File: src/hdl/bgt_pkg.sv
// shared types, constants and tables of the battery gauge tracker
`default_nettype none
package bgt_pkg;

	localparam int VOLT_WIDTH_DEF = 13;
	localparam int MV_W   = 13;
	localparam int PCT_W  = 7;
	localparam int DELTA_W = 9;
	localparam int SPAN_W = 5;
	localparam int NUM_W  = 14;
	localparam int RCP_W  = 18;
	localparam int RCP_SH = 24;
	localparam int ACC_W  = 32;
	localparam int STEP_W = 9;
	localparam int LOWT_W = 8;
	localparam int FULL_W = 4;
	localparam int MARG_W = 10;
	localparam int SEG_W  = 3;
	localparam int CNT_W  = 4;
	localparam int OUT_W  = 16;
	localparam int ADDR_W = 5;
	localparam int DATA_W = 32;

	localparam logic [MV_W-1:0] TBL_MV [6] = '{
		13'd3100, 13'd3200, 13'd3650, 13'd3800, 13'd4000, 13'd4200};
	localparam logic [PCT_W-1:0] TBL_BASE [6] = '{
		7'd0, 7'd1, 7'd2, 7'd25, 7'd50, 7'd75};
	localparam logic [SPAN_W-1:0] TBL_SPAN [5] = '{
		5'd1, 5'd23, 5'd25, 5'd25, 5'd25};
	// ceil(2^24 / segment width) for 100, 450, 150, 200, 200 mv
	localparam logic [RCP_W-1:0] TBL_RCP [5] = '{
		18'd167773, 18'd37283, 18'd111849, 18'd83887, 18'd83887};

	localparam logic [PCT_W-1:0] PCT_TOP      = 7'd99;
	localparam logic [PCT_W-1:0] PCT_FULL     = 7'd100;
	localparam logic [PCT_W:0]   SAVED_UP_TOL = 8'd30;
	localparam logic [PCT_W:0]   SAVED_DN_TOL = 8'd15;
	localparam logic [STEP_W-1:0] LIM_AT_FULL = 9'd300;
	localparam logic [STEP_W-1:0] LIM_ABOVE90 = 9'd40;
	localparam logic [STEP_W-1:0] LIM_ABOVE80 = 9'd30;
	localparam logic [PCT_W-1:0] PCT_90       = 7'd90;
	localparam logic [PCT_W-1:0] PCT_80       = 7'd80;

	typedef enum logic [SEG_W-1:0] {
		RI_LOW_V     = 3'd0,
		RI_LOW_MARG  = 3'd1,
		RI_LOW_LIM   = 3'd2,
		RI_CHG_STEP  = 3'd3,
		RI_DIS_STEP  = 3'd4,
		RI_FULL_LIM  = 3'd5,
		RI_SAVED_CAP = 3'd6
	} reg_idx_t;

	typedef enum logic [1:0] {
		ST_IDLE,
		ST_LOAD,
		ST_DIV,
		ST_APPLY
	} state_t;

	typedef struct packed {
		logic [MV_W-1:0]   low_voltage_mv;
		logic [MARG_W-1:0] low_release_margin_mv;
		logic [LOWT_W-1:0] low_tick_limit;
		logic [STEP_W-1:0] charge_step_ticks;
		logic [STEP_W-1:0] discharge_step_ticks;
		logic [FULL_W-1:0] full_tick_limit;
		logic [PCT_W-1:0]  saved_capacity;
	} cfg_t;

endpackage
`default_nettype wire

File: src/hdl/bgt_div.sv
// reciprocal divider, shift-and-add over one numerator bit per cycle
`default_nettype none
module bgt_div
	import bgt_pkg::*;
(
	input  wire logic             clk,
	input  wire logic             arst_n,
	input  wire logic             start,
	input  wire logic [NUM_W-1:0] num,
	input  wire logic [RCP_W-1:0] rcp,
	output logic [NUM_W-1:0]      quot,
	output logic                  done
);

	logic [NUM_W-1:0] n_q;
	logic [RCP_W-1:0] rcp_q;
	logic [ACC_W-1:0] acc_q;
	logic [CNT_W-1:0] cnt_q;
	logic             done_q;
	logic [ACC_W-1:0] addend;

	assign addend = n_q[NUM_W-1] ? ACC_W'(rcp_q) : '0;

	always_ff @(posedge clk or negedge arst_n) begin
		if (!arst_n) begin
			cnt_q  <= '0;
			done_q <= 1'b0;
		end else begin
			done_q <= 1'b0;
			if (start) begin
				cnt_q <= CNT_W'(NUM_W);
			end else if (cnt_q != '0) begin
				cnt_q <= cnt_q - 1'b1;
				if (cnt_q == CNT_W'(1)) begin
					done_q <= 1'b1;
				end
			end
		end
	end

	// msb first: acc = 2*acc + bit*rcp
	always_ff @(posedge clk) begin
		if (start) begin
			n_q   <= num;
			rcp_q <= rcp;
			acc_q <= '0;
		end else if (cnt_q != '0) begin
			acc_q <= {acc_q[ACC_W-2:0], 1'b0} + addend;
			n_q   <= {n_q[NUM_W-2:0], 1'b0};
		end
	end

	assign quot = NUM_W'(acc_q >> RCP_SH);
	assign done = done_q;

endmodule
`default_nettype wire

File: src/hdl/bgt_regs.sv
// apb configuration registers
`default_nettype none
module bgt_regs
	import bgt_pkg::*;
(
	input  wire logic              clk,
	input  wire logic              arst_n,
	input  wire logic              psel,
	input  wire logic              penable,
	input  wire logic              pwrite,
	input  wire logic [ADDR_W-1:0] paddr,
	input  wire logic [DATA_W-1:0] pwdata,
	output logic [DATA_W-1:0]      prdata,
	output logic                   pready,
	output cfg_t                   cfg
);

	cfg_t     cfg_q;
	logic     wr_en;
	reg_idx_t idx;

	assign pready = 1'b1;
	assign wr_en  = psel && penable && pwrite;
	assign idx    = reg_idx_t'(paddr[ADDR_W-1:2]);

	always_ff @(posedge clk or negedge arst_n) begin
		if (!arst_n) begin
			cfg_q.low_voltage_mv        <= 13'd3100;
			cfg_q.low_release_margin_mv <= 10'd50;
			cfg_q.low_tick_limit        <= 8'd20;
			cfg_q.charge_step_ticks     <= 9'd50;
			cfg_q.discharge_step_ticks  <= 9'd20;
			cfg_q.full_tick_limit       <= 4'd10;
			cfg_q.saved_capacity        <= 7'd127;
		end else if (wr_en) begin
			case (idx)
				RI_LOW_V:     cfg_q.low_voltage_mv        <= pwdata[MV_W-1:0];
				RI_LOW_MARG:  cfg_q.low_release_margin_mv <= pwdata[MARG_W-1:0];
				RI_LOW_LIM:   cfg_q.low_tick_limit        <= pwdata[LOWT_W-1:0];
				RI_CHG_STEP:  cfg_q.charge_step_ticks     <= pwdata[STEP_W-1:0];
				RI_DIS_STEP:  cfg_q.discharge_step_ticks  <= pwdata[STEP_W-1:0];
				RI_FULL_LIM:  cfg_q.full_tick_limit       <= pwdata[FULL_W-1:0];
				RI_SAVED_CAP: cfg_q.saved_capacity        <= pwdata[PCT_W-1:0];
				default: ;
			endcase
		end
	end

	always_comb begin
		case (idx)
			RI_LOW_V:     prdata = DATA_W'(cfg_q.low_voltage_mv);
			RI_LOW_MARG:  prdata = DATA_W'(cfg_q.low_release_margin_mv);
			RI_LOW_LIM:   prdata = DATA_W'(cfg_q.low_tick_limit);
			RI_CHG_STEP:  prdata = DATA_W'(cfg_q.charge_step_ticks);
			RI_DIS_STEP:  prdata = DATA_W'(cfg_q.discharge_step_ticks);
			RI_FULL_LIM:  prdata = DATA_W'(cfg_q.full_tick_limit);
			RI_SAVED_CAP: prdata = DATA_W'(cfg_q.saved_capacity);
			default:      prdata = '0;
		endcase
	end

	assign cfg = cfg_q;

endmodule
`default_nettype wire

File: src/hdl/bgt_core.sv
// tick sequencer, voltage lookup and gauge state update
`default_nettype none
module bgt_core
	import bgt_pkg::*;
#(
	parameter int VOLT_WIDTH = VOLT_WIDTH_DEF
) (
	input  wire logic                  clk,
	input  wire logic                  arst_n,
	input  wire logic                  in_valid,
	output logic                       in_ready,
	input  wire logic [VOLT_WIDTH-1:0] vbat_mv,
	input  wire logic                  charger_present,
	input  wire logic                  charging_active,
	input  wire logic                  charger_full,
	output logic                       out_valid,
	input  wire logic                  out_ready,
	output logic [OUT_W-1:0]           out_word,
	input  cfg_t                       cfg
);

	localparam int CW = (VOLT_WIDTH > MV_W) ? VOLT_WIDTH : MV_W;

	state_t state_q, state_d;

	logic [VOLT_WIDTH-1:0] v_q;
	logic                  pres_q, act_q, full_q;
	logic [PCT_W-1:0]      base_q;

	logic                  started_q, plugged_q, low_lat_q, seen_q, done_q;
	logic [LOWT_W-1:0]     low_ticks_q;
	logic [STEP_W-1:0]     step_q;
	logic [PCT_W-1:0]      shown_q;
	logic [FULL_W-1:0]     full_ticks_q;

	logic                  m_valid_q;
	logic [OUT_W-1:0]      m_data_q;

	logic                  accept, div_start, commit;
	logic [CW-1:0]         v_ext;
	logic [SEG_W-1:0]      seg;
	logic [SEG_W-1:0]      sidx;
	logic [DELTA_W-1:0]    delta;
	logic [NUM_W-1:0]      num;
	logic [RCP_W-1:0]      rcp;
	logic [PCT_W-1:0]      base;
	logic [NUM_W-1:0]      quot;
	logic                  div_done;
	logic [PCT_W-1:0]      est;

	logic                  plugged_n, seen_n, done_n, low_lat_n;
	logic [LOWT_W-1:0]     low_ticks_n;
	logic [STEP_W-1:0]     step_n, lim;
	logic [PCT_W-1:0]      shown_n, est_sel;
	logic [FULL_W-1:0]     full_ticks_n;
	logic                  report, save, ev_low, ev_in, ev_out, ev_done;
	logic [CW:0]           release_mv;

	// sequencer
	always_comb begin
		state_d = state_q;
		case (state_q)
			ST_IDLE:  if (in_valid) state_d = ST_LOAD;
			ST_LOAD:  state_d = ST_DIV;
			ST_DIV:   if (div_done) state_d = ST_APPLY;
			ST_APPLY: if (!m_valid_q || out_ready) state_d = ST_IDLE;
			default:  state_d = ST_IDLE;
		endcase
	end

	always_comb begin
		in_ready  = 1'b0;
		div_start = 1'b0;
		commit    = 1'b0;
		case (state_q)
			ST_IDLE:  in_ready = 1'b1;
			ST_LOAD:  div_start = 1'b1;
			ST_APPLY: commit = !m_valid_q || out_ready;
			default: ;
		endcase
	end

	assign accept = in_valid && in_ready;

	always_ff @(posedge clk or negedge arst_n) begin
		if (!arst_n) begin
			state_q <= ST_IDLE;
		end else begin
			state_q <= state_d;
		end
	end

	// segment lookup of the voltage table
	assign v_ext = CW'(v_q);

	always_comb begin
		if (v_ext >= CW'(TBL_MV[5]))      seg = 3'd6;
		else if (v_ext >= CW'(TBL_MV[4])) seg = 3'd5;
		else if (v_ext >= CW'(TBL_MV[3])) seg = 3'd4;
		else if (v_ext >= CW'(TBL_MV[2])) seg = 3'd3;
		else if (v_ext >= CW'(TBL_MV[1])) seg = 3'd2;
		else if (v_ext >= CW'(TBL_MV[0])) seg = 3'd1;
		else                              seg = 3'd0;
	end

	always_comb begin
		sidx  = seg - 3'd1;
		delta = '0;
		num   = '0;
		rcp   = '0;
		base  = '0;
		case (seg)
			3'd0: base = '0;
			3'd6: base = PCT_TOP;
			default: begin
				delta = DELTA_W'(v_ext - CW'(TBL_MV[sidx]));
				num   = NUM_W'(delta) * NUM_W'(TBL_SPAN[sidx]);
				rcp   = TBL_RCP[sidx];
				base  = TBL_BASE[seg];
			end
		endcase
	end

	bgt_div u_div (
		.clk    (clk),
		.arst_n (arst_n),
		.start  (div_start),
		.num    (num),
		.rcp    (rcp),
		.quot   (quot),
		.done   (div_done)
	);

	assign est = PCT_W'(base_q + PCT_W'(quot));

	always_ff @(posedge clk) begin
		if (accept) begin
			v_q    <= vbat_mv;
			pres_q <= charger_present;
			act_q  <= charging_active;
			full_q <= charger_full;
		end
		if (div_start) begin
			base_q <= base;
		end
	end

	assign release_mv = (CW+1)'(cfg.low_voltage_mv) + (CW+1)'(cfg.low_release_margin_mv);

	// per-tick state update
	always_comb begin
		plugged_n    = plugged_q;
		seen_n       = seen_q;
		done_n       = done_q;
		full_ticks_n = full_ticks_q;
		low_lat_n    = low_lat_q;
		low_ticks_n  = low_ticks_q;
		step_n       = step_q;
		shown_n      = shown_q;
		est_sel      = est;
		lim          = cfg.discharge_step_ticks;
		report       = 1'b0;
		save         = 1'b0;
		ev_low       = 1'b0;
		ev_in        = 1'b0;
		ev_out       = 1'b0;
		ev_done      = 1'b0;

		// charger
		if (plugged_q != pres_q) begin
			plugged_n    = pres_q;
			full_ticks_n = '0;
			seen_n       = 1'b0;
			done_n       = 1'b0;
			if (pres_q) begin
				ev_in = 1'b1;
			end else begin
				ev_out = 1'b1;
				if (started_q) report = 1'b1;
			end
		end else if (plugged_q) begin
			if (act_q) begin
				seen_n       = 1'b1;
				done_n       = 1'b0;
				full_ticks_n = '0;
			end else if (seen_q && full_q) begin
				if (full_ticks_q < cfg.full_tick_limit) full_ticks_n = full_ticks_q + 1'b1;
				if (full_ticks_n >= cfg.full_tick_limit && !done_q) begin
					ev_done = 1'b1;
					done_n  = 1'b1;
					if (shown_n != PCT_FULL) begin
						shown_n = PCT_FULL;
						report  = 1'b1;
						save    = 1'b1;
					end
				end
			end else begin
				full_ticks_n = '0;
			end
		end

		// low battery
		if (low_lat_q) begin
			if (plugged_n && (CW+1)'(v_ext) >= release_mv) begin
				low_ticks_n = '0;
				low_lat_n   = 1'b0;
			end
		end else if (v_ext < CW'(cfg.low_voltage_mv)) begin
			if (low_ticks_q != '1) low_ticks_n = low_ticks_q + 1'b1;
			if (low_ticks_n >= cfg.low_tick_limit) begin
				low_lat_n = 1'b1;
				ev_low    = 1'b1;
			end
		end

		// capacity
		if (started_q) begin
			if (step_q != '1) step_n = step_q + 1'b1;
			if (plugged_n) begin
				if (est <= shown_n) begin
					step_n = '0;
				end else if (step_n >= cfg.charge_step_ticks) begin
					step_n = '0;
					if (shown_n < PCT_TOP) shown_n = shown_n + 1'b1;
					save   = 1'b1;
					report = 1'b1;
				end
			end else begin
				if (est >= shown_n) begin
					step_n = '0;
				end else begin
					if (shown_n == PCT_FULL)  lim = LIM_AT_FULL;
					else if (shown_n > PCT_90) lim = LIM_ABOVE90;
					else if (shown_n > PCT_80) lim = LIM_ABOVE80;
					if (step_n >= lim) begin
						step_n  = '0;
						shown_n = shown_n - 1'b1;
						save    = 1'b1;
						report  = 1'b1;
					end
				end
			end
		end else begin
			if (cfg.saved_capacity <= PCT_FULL) begin
				if (plugged_n || (({1'b0, est} + SAVED_UP_TOL >= {1'b0, cfg.saved_capacity})
						&& ({1'b0, est} <= {1'b0, cfg.saved_capacity} + SAVED_DN_TOL))) begin
					est_sel = cfg.saved_capacity;
				end
			end else begin
				save = 1'b1;
			end
			shown_n = est_sel;
			report  = 1'b1;
		end

		if (low_lat_n && shown_n != '0) begin
			shown_n = '0;
			save    = 1'b1;
			report  = 1'b1;
		end
	end

	always_ff @(posedge clk or negedge arst_n) begin
		if (!arst_n) begin
			started_q    <= 1'b0;
			plugged_q    <= 1'b0;
			low_lat_q    <= 1'b0;
			seen_q       <= 1'b0;
			done_q       <= 1'b0;
			low_ticks_q  <= '0;
			step_q       <= '0;
			shown_q      <= '0;
			full_ticks_q <= '0;
			m_valid_q    <= 1'b0;
		end else begin
			if (commit) begin
				started_q    <= 1'b1;
				plugged_q    <= plugged_n;
				low_lat_q    <= low_lat_n;
				seen_q       <= seen_n;
				done_q       <= done_n;
				low_ticks_q  <= low_ticks_n;
				step_q       <= step_n;
				shown_q      <= shown_n;
				full_ticks_q <= full_ticks_n;
				m_valid_q    <= 1'b1;
			end else if (out_ready) begin
				m_valid_q <= 1'b0;
			end
		end
	end

	always_ff @(posedge clk) begin
		if (commit) begin
			m_data_q <= OUT_W'({ev_done, ev_out, ev_in, ev_low, save, report, shown_n});
		end
	end

	assign out_valid = m_valid_q;
	assign out_word  = m_data_q;

endmodule
`default_nettype wire

File: src/hdl/battery_gauge_tracker_unit.sv
// top level of the battery gauge tracker
// One tick word in gives one result word out. From acceptance to result a tick
// passes through a lookup of the voltage segment, the shift-and-add unit that
// interpolates the percent by multiplying with a table reciprocal (14 numerator
// bits, one per cycle, then a done pulse), and an update of the gauge state that
// loads the output register. s_tready is low for that whole time and rises in the
// same cycle as the result word appears, so no tick is taken before the previous
// result is loaded. A new tick is taken even while the previous result still waits
// on m_tready; its update then waits until that word has left. The user must write
// registers through the apb port only while the block is idle; it is not enforced.
`default_nettype none
module battery_gauge_tracker_unit
	import bgt_pkg::*;
#(
	parameter int VOLT_WIDTH = VOLT_WIDTH_DEF
) (
	input  wire logic                                  clk,
	input  wire logic                                  arst_n,
	input  wire logic                                  s_tvalid,
	output logic                                       s_tready,
	// vbat_mv, charger_present, charging_active, charger_full, zero fill
	input  wire logic [((VOLT_WIDTH+3+7)/8)*8-1:0]     s_tdata,
	output logic                                       m_tvalid,
	input  wire logic                                  m_tready,
	// capacity_pct, capacity_report, save_request, low_event, plug_in_event,
	// unplug_event, charge_done_event, zero fill
	output logic [OUT_W-1:0]                           m_tdata,
	input  wire logic                                  psel,
	input  wire logic                                  penable,
	input  wire logic                                  pwrite,
	input  wire logic [ADDR_W-1:0]                     paddr,
	input  wire logic [DATA_W-1:0]                     pwdata,
	output logic [DATA_W-1:0]                          prdata,
	output logic                                       pready
);

	cfg_t cfg;

	bgt_regs u_regs (
		.clk     (clk),
		.arst_n  (arst_n),
		.psel    (psel),
		.penable (penable),
		.pwrite  (pwrite),
		.paddr   (paddr),
		.pwdata  (pwdata),
		.prdata  (prdata),
		.pready  (pready),
		.cfg     (cfg)
	);

	bgt_core #(
		.VOLT_WIDTH (VOLT_WIDTH)
	) u_core (
		.clk             (clk),
		.arst_n          (arst_n),
		.in_valid        (s_tvalid),
		.in_ready        (s_tready),
		.vbat_mv         (s_tdata[VOLT_WIDTH-1:0]),
		.charger_present (s_tdata[VOLT_WIDTH]),
		.charging_active (s_tdata[VOLT_WIDTH+1]),
		.charger_full    (s_tdata[VOLT_WIDTH+2]),
		.out_valid       (m_tvalid),
		.out_ready       (m_tready),
		.out_word        (m_tdata),
		.cfg             (cfg)
	);

endmodule
`default_nettype wire

File: config.mk
export PLATFORM = sky130hd
export DESIGN_NAME = battery_gauge_tracker_unit
export DESIGN_NICKNAME = d
export VERILOG_FILES = /design/src/hdl/bgt_pkg.sv /design/src/hdl/bgt_div.sv /design/src/hdl/bgt_regs.sv /design/src/hdl/bgt_core.sv /design/src/hdl/battery_gauge_tracker_unit.sv
export SDC_FILE = /design/constraint.sdc
export NUM_CORES = 1
export LEC_CHECK = 0
export ABC_AREA = 1
export BUFFER_PORTS_ARGS = -buffer_cell sky130_fd_sc_hd__buf_2
export CORE_UTILIZATION = 55
export CTS_BUF_LIST = sky130_fd_sc_hd__clkbuf_8
export DETAILED_ROUTE_END_ITERATION = 8
export GPL_ROUTABILITY_DRIVEN = 0
export PLACE_DENSITY = 0.73
export REMOVE_ABC_BUFFERS = 1
export SETUP_SLACK_MARGIN = 0.5
export SYNTH_ARGS = -nofsm -noshare
export SYNTH_HDL_FRONTEND = slang
export SYNTH_SLANG_ARGS = --single-unit
File: constraint.sdc
create_clock -name clk -period 9.6 [get_ports clk]
set_clock_uncertainty 0.2 [all_clocks]
set_input_delay 1.92 -clock clk [delete_from_list [all_inputs] [get_ports clk]]
set_output_delay 1.92 -clock clk [all_outputs]
set_load 0.005 [all_outputs]
==> run_results.csv, run 1 <==
group,metric,value,unit
outcome,status,"complete, but fails checks",
outcome,violations,"design-rule violations",
clock_network,cts-buffers-inserted,17,
global_route,antenna_found_initial,0,
clock_network,cts_tree,"yes",
timing,hold_viol,0,
logic_synthesis,synth_cell_types,63,
worst_hold_path,worst_hold_path_type,"flop to flop",
critical_path,crit_required,9650,ps
clock_network,cts_max_level,4,
detailed_routing,detail_route.vias_per_cell,5.528,
critical_path,start_kind,"flop",
logic_synthesis,ys_seq_area_share,34.12,%
detailed_routing,wl,34210,microns
critical_path,path_buf_inv,4,
clock_network,cts_sinks,194,
critical_path,cp_common_cell,"nand2_1",
logic_synthesis,avgSynthCellArea,7.860,sq um
detailed_routing,drt_pass1_iterations,8,
critical_path,ff2ff_setup_slack,1530,ps
detailed_routing,wl_per_cell,14.95,microns
logic_synthesis,synth_flop_cell,"dfrtp_1",
floorplanning,start_util,56.36,%
logic_synthesis,synthTopCellsByArea,"ha_1 14%, dfrtp_1 13%, edfxtp_1 13%",
floorplanning,core.rowCount,59,
layout,n_antenna_cell,0,
critical_path,crit_slowest_cell,"fa_1",
flow_run,drv_cap,0,
timing,slew-limit-headroom,27.25,%
critical_path,r2r_start,"u_core.v_ext[8]$_DFFE_PP_",
floorplanning,dieArea,27510,sq um
timing,finalMaxSlewViolations,0,
global_route,grt_pass1_wl,57990,microns
timing,final.setup.tns,0,ps
worst_hold_path,holdPathStages,2,
detailed_routing,drt_iter0_drc,954,
detailed_routing,drc,6,
logic_synthesis,netlist_area,14770,sq um
critical_path,cp_top_family,"adder cells",
layout,multi_input_area,8323,sq um
detailed_routing,dr_total_vias,12650,
logic_synthesis,yosys_warnings,0,
timing,fin_crit,8069,ps
layout,syn2layout_area_growth,6.651,%
timing,min_period_over_period,84.06,%
layout,final-seq-area,5040,sq um
logic_synthesis,synth_edf_count,62,
critical_path,reg2reg_depth,36,
critical_path,crit_cells,36,
timing,rsz0062_at_grt,"no",
critical_path,path_class,"flop to flop",
detailed_routing,drt.antenna.violating_nets,0,
power_and_ir_drop,p_leak,0.007973,uW
critical_path,timing.rr.end,"u_core.u_div.n_q[13]$_DFFE_PP_",
layout,fin_util,60.11,%
layout,drive_gt1_share,9.007,%
floorplanning,die_w,165.9,microns
power_and_ir_drop,totalPowerFinal,2052,uW
layout,nets,2195,
timing,setup_viol,0,
clock_network,ctsHoldBuffers,0,
worst_hold_path,min_from,"u_core.u_div.acc_q[2]$_SDFFE_PP0N_",
clock_network,path_clk_slew,120,ps
floorplanning,core_area,26210,sq um
clock_network,post-cts-setup-buffers,0,
global_route,overflow,0,
logic_synthesis,synth_top_area_cell,"ha_1",
critical_path,end_kind,"flop",
power_and_ir_drop,p_per_area,130.3,nW/um^2
critical_path,crit_fanout,7,
global_route,gr-usage-all-layers,25.81,%
clock_network,cts-resized-gates,0,
clock_network,clockRootBuffer,"clkbuf_8",
logic_synthesis,synthArstFlopShare,52.06,%
global_route,grt_pass1_vias,12110,
place,io_buffer_count,66,
layout,layout_commonest_cell,"nand2_1",
worst_hold_path,hold_end,"u_core.u_div.acc_q[2]$_SDFFE_PP0N_",
clock_network,clockBufferDepth,2,
global_route,grt_max_degree,75,
layout,nFillCells,2341,
logic_synthesis,synth_seq_cells,194,
timing,max_slew.worst_pin.slew,1083,ps
critical_path,cp_slowest_stage_delay,550,ps
timing,max_freq,123.9,MHz
logic_synthesis,synth_cells,1879,
power_and_ir_drop,vdd_ir_drop_max,0.08964,mV
layout,mostFrequentLayoutCells,"367 x nand2_1, 311 x inv_1, 169 x ha_1, 160 x o21ai_0, 141 x nor2_1",
clock_network,clock_latency,500,ps
critical_path,worstPathArrival,8120,ps
floorplanning,io_pins,111,
place,hpwl,26560,microns
logic_synthesis,synth_top_area_share,14.32,%
floorplanning,die_h,165.9,microns
[cell type report]
| cell class | instances | area share, % |
|---|---|---|
| Tap cell | 335 | 2.661 |
| Clock inverter | 15 | 0.9929 |
| Timing Repair Buffer | 73 | 2.447 |
| Multi-Input combinational cell | 1337 | 52.84 |
| Inverter | 318 | 7.578 |
| Sequential cell | 194 | 32.00 |
| Clock buffer | 17 | 1.485 |
[registers in the layout, indices dropped and copies added, names as in the netlist, 2 cells and up]
register / cells
u_core.base_q: 6
u_core.step_q: 9
u_core.out_word: 13
u_core.u_div.acc_q: 31
u_core.u_div.rcp_q: 13
u_core.state_q: 2
u_regs.cfg: 60
u_core.u_div.cnt_q: 4
u_core.u_div.n_q: 14
u_core.shown_q: 7
u_core.low_ticks_q: 8
u_core.full_ticks_q: 4
u_core.v_ext: 13
[power by group]
| group | internal, uW | switching [uW] |
|---|---|---|
| registers | 918 | 46.6 |
| clock network | 198 | 353 |
| logic | 209 | 326 |
| total | 1330 | 726 |
[kinds of logic (layout without fill, tap and decap cells)]
| kind of cell | after synthesis | after routing | share of synthesized area (%) |
|---|---|---|---|
| other | 2 | 23 | 0.05085 |
| adders and majority gates | 194 | 194 | 17.71 |
| muxes | 1 | 1 | 0.07624 |
| xor gates and xnor gates | 55 | 55 | 3.313 |
| and+or+nand+nor | 685 | 685 | 19.80 |
| DFF | 194 | 194 | 34.12 |
| buffers and inverters | 369 | 423 | 10.06 |
| AOI/OAI and AO/OA | 379 | 379 | 14.88 |
[layer usage]
layer	wire length, microns	share of wire [%]	GRT usage (%)
met1	16150	47	35.30
met2	15600	46	42.70
met3	1799	5.3	3.503
met4	664	1.9	7.720
met5	0	0	0
[through the flow]
step                cells  hold slack [ps]  cell area (sq um)  worst slack, ps
floorplan            1849            234.7              14560             2673
global placement     2257            253.1              15360             1774
detailed placement   2257            265.2              15360             1663
CTS                  2289            291.5              15750             1582
global route         2289            313.8              15750            868.8
finish               2289            286.2              15750             1531
[worst min-delay path: cells and delay by family, from the launching register on]
kind               cells  cell delay (ps)
DFF                    1              360
AOI/OAI and AO/OA      1               50
and+or+nand+nor        1               50
[synth_stat cells (5+ instances only)]
| master | instances |
|---|---|
| nand2_1 | 367 |
| inv_1 | 311 |
| ha_1 | 169 |
| o21ai_0 | 160 |
| nor2_1 | 141 |
| a21oi_1 | 100 |
| nand3_1 | 85 |
| dfrtp_1 | 77 |
| edfxtp_1 | 62 |
| xor2_1 | 40 |
| dfxtp_1 | 31 |
| nor3_1 | 26 |
| fa_1 | 25 |
| buf_4 | 24 |
| clkbuf_1 | 24 |
| dfstp_2 | 24 |
| nand4_1 | 22 |
| o22ai_1 | 18 |
| o211ai_1 | 15 |
| xnor2_1 | 14 |
| nand2_2 | 11 |
| o21bai_1 | 10 |
| or2_2 | 10 |
| o21ai_1 | 9 |
| a221oi_1 | 7 |
| a31oi_1 | 7 |
| a211oi_1 | 5 |
| a21o_1 | 5 |
| nand3_2 | 5 |
| nor2_2 | 5 |
| o2111ai_1 | 5 |
| o21a_1 | 5 |
[worst max-delay path by stage]
stage | startpoint | endpoint
2_1_floorplan | u_core.v_ext[8]$_DFFE_PP_ | u_core.u_div.n_q[13]$_DFFE_PP_
3_3_place_gp | u_core.v_ext[8]$_DFFE_PP_ | u_core.u_div.n_q[13]$_DFFE_PP_
3_5_place_dp | u_core.v_ext[8]$_DFFE_PP_ | u_core.u_div.n_q[13]$_DFFE_PP_
4_1_cts | u_core.v_ext[8]$_DFFE_PP_ | u_core.u_div.n_q[13]$_DFFE_PP_
5_1_grt | u_core.v_ext[8]$_DFFE_PP_ | u_core.u_div.n_q[13]$_DFFE_PP_
6_report | u_core.v_ext[8]$_DFFE_PP_ | u_core.u_div.n_q[13]$_DFFE_PP_
No activity file was read; power rests on OpenSTA's default activity.
==> run 2, diff against run 1 <==
Settings changed: PLACE_DENSITY 0.73 to 0.76.
Clock period 9.6 ns to 7.4 ns, I/O delays scaled along.
==> run 2 against run 1 <==
Utilization is 3.1 points higher. Non-clock buffer count increased by 59. Worst hold slack improved by 1.1 ps. Sequential share of layout area decreased by 1.6 points. The run still ends with design-rule violations left. Count of clock-buffer cells in the layout grew 1. First-iteration DRC count up 2.4%. Via count grew 3.9%. Fmax rose by 15%. Sequential power increased by 30%. Critical endpoint unchanged. Die area stayed put. Setup slack got worse by 1100 ps.
==> run_results.csv, run 2 (same netlist as run 1, synthesis figures left out) <==
group,metric,value,unit
power_and_ir_drop,vdd_ir_drop_max,0.1097,mV
critical_path,crit_required,7510,ps
layout,n_antenna_cell,0,
detailed_routing,drt.antenna.violating_nets,0,
critical_path,start_kind,"flop",
timing,rsz0062_at_grt,"yes",
critical_path,end_kind,"flop",
clock_network,clock_latency,490,ps
timing,holdWs,287.3,ps
timing,min_period_over_period,94.67,%
power_and_ir_drop,p_per_area,160.8,nW/um^2
global_route,grt_pass1_vias,12320,
layout,largest_register_ff_count,60,
timing,hold_viol,0,
global_route,grt_pass1_wl,59050,microns
clock_network,cts-buffers-inserted,17,
detailed_routing,wl_per_cell,15.53,microns
layout,design_area,16560,sq um
floorplanning,core_area,26210,sq um
layout,regMostFlops,"u_regs.cfg",
clock_network,clockRootBuffer,"clkbuf_8",
timing,final.setup.tns,0,ps
floorplanning,die_w,165.9,microns
detailed_routing,drc,6,
timing,setup_viol,0,
global_route,antenna_found_initial,0,
layout,fin_util,63.18,%
clock_network,clockBufferDepth,2,
timing,max_freq,142.7,MHz
critical_path,crit_slowest_cell,"fa_2",
critical_path,path_buf_inv,8,
timing,slew-limit-headroom,20.61,%
timing,finalMaxSlewViolations,0,
layout,nets,2254,
critical_path,crit_fanout,6,
detailed_routing,detail_route.vias_per_cell,5.598,
global_route,grt_max_degree,60,
global_route,overflow,0,
worst_hold_path,worst_hold_path_type,"flop to flop",
critical_path,path_class,"flop to flop",
power_and_ir_drop,p_leak,0.008289,uW
layout,syn2layout_area_growth,12.10,%
place,place_area,15560,sq um
outcome,violations,"design-rule violations",
floorplanning,dieArea,27510,sq um
layout,largest_registers,"u_regs.cfg (60), u_core.u_div.acc_q (31), u_core.u_div.n_q (14)",
global_route,gr-usage-all-layers,26.39,%
floorplanning,core.rowCount,59,
detailed_routing,drt_iter0_drc,977,
critical_path,cp_slowest_stage_delay,600,ps
floorplanning,start_util,56.36,%
layout,layout_commonest_cell,"nand2_1",
detailed_routing,drt_pass1_iterations,8,
clock_network,cts_tree,"yes",
floorplanning,io_pins,111,
place,io_buffer_count,66,
layout,mostFrequentLayoutCells,"359 x nand2_1, 305 x inv_1, 159 x ha_1, 154 x o21ai_0, 132 x nor2_1",
timing,fin_crit,7005,ps
place,hpwl,26580,microns
critical_path,cp_top_family,"adder cells",
layout,drive_gt1_share,14.51,%
flow_run,drv_cap,0,
clock_network,cts_max_level,4,
critical_path,worstPathArrival,7120,ps
clock_network,path_clk_slew,100,ps
detailed_routing,wl,36470,microns
clock_network,cts_sinks,194,
timing,max_slew.worst_pin.slew,1182,ps
outcome,status,"complete, but fails checks",
floorplanning,die_h,165.9,microns
power_and_ir_drop,totalPowerFinal,2662,uW
critical_path,cp_common_cell,"nand2_1",
detailed_routing,dr_total_vias,13150,
## run 2: per-layer routing
| metal | vias up | wire length (microns) | GRT usage, % |
|---|---|---|---|
| met1 | 6173 | 16110 | 35.21 |
| met2 | 454 | 17050 | 43.88 |
| met4 | 0 | 1096 | 9.265 |
| li1 | 6430 | - | - |
| met5 | - | 0 | 0 |
| met3 | 88 | 2214 | 3.861 |
## run 2: final timing paths
check | start | end | slack (ps) | cells past startpoint
setup / recovery | u_core.v_ext[4]$_DFFE_PP_ | u_core.u_div.n_q[13]$_DFFE_PP_ | 390 | 33
hold / removal | u_core.u_div.acc_q[9]$_SDFFE_PP0N_ | u_core.u_div.acc_q[9]$_SDFFE_PP0N_ | 290 | 2
setup reg to reg | u_core.v_ext[4]$_DFFE_PP_ | u_core.u_div.n_q[13]$_DFFE_PP_ | 390 | 33
hold reg to reg | u_core.u_div.acc_q[9]$_SDFFE_PP0N_ | u_core.u_div.acc_q[9]$_SDFFE_PP0N_ | 290 | 2
max in group asynchronous | arst_n | u_regs.cfg[39]$_DFFE_PN0P_ | 5040 | 2
min in group asynchronous | arst_n | u_core.shown_q[5]$_DFFE_PN0P_ | 770 | 1
## run 2: through the flow
stage | worst slack, ps | instances
global route | 45.49 | 2348
detailed placement | -112.8 | 2284
CTS | 498.7 | 2331
finish | 394.6 | 2348
global placement | 94.67 | 2284
floorplan | 472.8 | 1849
## run 2: layout make-up
class,instances,area (sq um)
multi-input cells,1337,8677
clock inverters,14,138.9
fillers,2204,9651
flip-flops and latches,194,5040
well taps,335,419.2
clock buffers,18,247.7
repair buffers,132,835.8
inverters,318,1197
## run 2: report_power, final
group / internal [uW] / leakage (uW) / switching, uW
clock network: 260 / 0.000198 / 445
logic: 279 / 0.00617 / 427
registers: 1190 / 0.00192 / 59.9
## run 2: worst min-delay path: stages, from the launching register on
cell     delay, ps
dfxtp_1        350
nand2_1         50
o21ai_0         60
## run 2: what timing repair did
item,4_1_cts,5_1_grt
endpoints found under the setup margin,4,21
pin swaps,21,50
resized for setup,37,44
hold buffers,0,0
setup buffers,15,17
endpoints found under the hold margin,0,0
==> run 3, diff against run 2 <==
Settings changed: CTS_BUF_LIST sky130_fd_sc_hd__clkbuf_8 to not set.
==> run 3 against run 2 <==
The run still ends with design-rule violations left. Sequential power about the same. First-iteration DRC count unchanged. Largest cell class unchanged. Combinational power up 1%. Register-to-register slack worse by 40 ps. Total power up 8.8%. Critical path type unchanged.
==> run_results.csv, run 3 (same netlist as run 1, synthesis figures left out) <==
group,metric,value,unit
critical_path,crit_slowest_cell,"fa_1",
detailed_routing,dr_total_vias,13260,
timing,setup_viol,0,
detailed_routing,wl,36660,microns
global_route,overflow,0,
critical_path,start_kind,"flop",
outcome,violations,"design-rule violations",
global_route,gr-usage-all-layers,26.66,%
global_route,grt_max_degree,60,
timing,setup_slack,357.6,ps
power_and_ir_drop,p_leak,0.008391,uW
critical_path,path_class,"flop to flop",
critical_path,cp_slowest_stage_delay,580,ps
clock_network,clockRootBuffer,"clkbuf_16",
critical_path,crit_fanout,5,
global_route,use_met1,35.09,%
critical_path,crit_required,7380,ps
floorplanning,core_area,26210,sq um
critical_path,worstPathArrival,7020,ps
global_route,antenna_found_initial,0,
detailed_routing,drt_iter0_drc,977,
detailed_routing,drt_pass1_iterations,8,
clock_network,cts_max_level,4,
detailed_routing,wl_per_cell,15.60,microns
floorplanning,dieArea,27510,sq um
layout,syn2layout_area_growth,13.55,%
timing,fin_crit,7042,ps
layout,nets,2256,
outcome,status,"complete, but fails checks",
timing,min_period_over_period,95.17,%
layout,fin_util,64.00,%
clock_network,clockBufferDepth,2,
power_and_ir_drop,p_per_area,172.7,nW/um^2
floorplanning,start_util,56.36,%
clock_network,clock_latency,450,ps
place,io_buffer_count,66,
timing,max_slew.worst_pin.slew,1117,ps
layout,n_antenna_cell,0,
detailed_routing,detail_route.vias_per_cell,5.644,
timing,slew-limit-headroom,24.96,%
floorplanning,die_h,165.9,microns
timing,hold_viol,0,
power_and_ir_drop,vdd_ir_drop_max,0.1550,mV
worst_hold_path,worst_hold_path_type,"flop to flop",
layout,largest_registers,"u_regs.cfg (60), u_core.u_div.acc_q (31), u_core.u_div.n_q (14)",
layout,regMostFlops,"u_regs.cfg",
global_route,busiest_layer,"met2",
detailed_routing,drt.antenna.violating_nets,0,
layout,fin_cells,2350,
layout,largest_register_ff_count,60,
timing,max_freq,142.0,MHz
clock_network,path_clk_slew,80,ps
place,dp_cells,2284,
timing,rsz0062_at_grt,"yes",
critical_path,end_kind,"flop",
detailed_routing,drc,6,
timing,holdWs,276.9,ps
place,hpwl,26580,microns
global_route,met3_usage,4.266,%
clock_network,cts_tree,"yes",
layout,drive_gt1_share,14.59,%
global_route,grt_pass1_vias,12490,
timing,final.setup.tns,0,ps
floorplanning,die_w,165.9,microns
clock_network,cts_sinks,194,
timing,finalMaxSlewViolations,0,
floorplanning,io_pins,111,
flow_run,drv_cap,0,
place,pre_cts_slack,-112.8,ps
layout,layout_commonest_cell,"nand2_1",
clock_network,cts-buffers-inserted,17,
floorplanning,core.rowCount,59,
global_route,grt_pass1_wl,59700,microns
critical_path,cp_common_cell,"nand2_1",
global_route,use_met2,44.22,%
layout,mostFrequentLayoutCells,"359 x nand2_1, 304 x inv_1, 159 x ha_1, 153 x o21ai_0, 131 x nor2_1",
-- run 3: cell count changes in the layout (fill, tap and decap cells not counted), sizes merged --
cell / change
inv: -1
clkbuf: +1
buf: +2
-- run 3: routing by layer --
layer,up-vias,share of wire (%)
li1,6442,-
met2,499,47
met3,97,6.0
met5,-,0
met4,0,3.4
met1,6226,44
-- run 3: power breakdown --
group	leakage, uW	total, uW	switching [uW]	internal, uW
clock network	0.000281	932	472	460
logic	0.00619	713	433	280
registers	0.00192	1250	60.2	1190
total	0.00839	2900	965	1930
-- run 3: stage by stage --
step / total power, uW / instance area [sq um]
6_report: 2896 / 16770
5_1_grt: 3050 / 16770
4_1_cts: 2878 / 16460
3_5_place_dp: 1955 / 15560
3_3_place_gp: 1919 / 15560
2_1_floorplan: 1754 / 14560
-- run 3: final cells by class --
class	instances	area (sq um)
repair buffers	134	854.6
inverters	318	1197
well taps	335	419.2
clock inverters	13	135.1
flip-flops and latches	194	5040
multi-input cells	1337	8682
fillers	2166	9435
clock buffers	19	442.9
-- run 3: path summary, 6_finish.rpt --
path                                                    startpoint                            endpoint  slack, ps  cells past startpoint
worst max-delay path                     u_core.v_ext[4]$_DFFE_PP_      u_core.u_div.n_q[13]$_DFFE_PP_        360                     39
max in group asynchronous                                   arst_n          u_regs.cfg[56]$_DFFE_PN0P_       5000                      2
min in group asynchronous                                   arst_n       u_core.shown_q[5]$_DFFE_PN0P_        840                      1
worst min register to register  u_core.u_div.acc_q[9]$_SDFFE_PP0N_  u_core.u_div.acc_q[9]$_SDFFE_PP0N_        280                      2
worst max register to register           u_core.v_ext[4]$_DFFE_PP_      u_core.u_div.n_q[13]$_DFFE_PP_        360                     39
worst min-delay path            u_core.u_div.acc_q[9]$_SDFFE_PP0N_  u_core.u_div.acc_q[9]$_SDFFE_PP0N_        280                      2
-- run 3: critical path: cells and delay by family (launching register included) --
family / cells / cell delay [ps]
buffers and inverters: 4 / 370
AO/OA/AOI/OAI: 12 / 1450
flip-flops: 1 / 500
XOR/XNOR: 1 / 220
AND/OR/NAND/NOR: 15 / 1540
adder cells (fa/ha/maj): 7 / 2500
-- run 3: repair_timing --
action,in CTS,in global routing
resized for setup,37,48
hold buffers,0,0
endpoints found under the setup margin,4,21
setup buffers,19,15
pin swaps,23,40
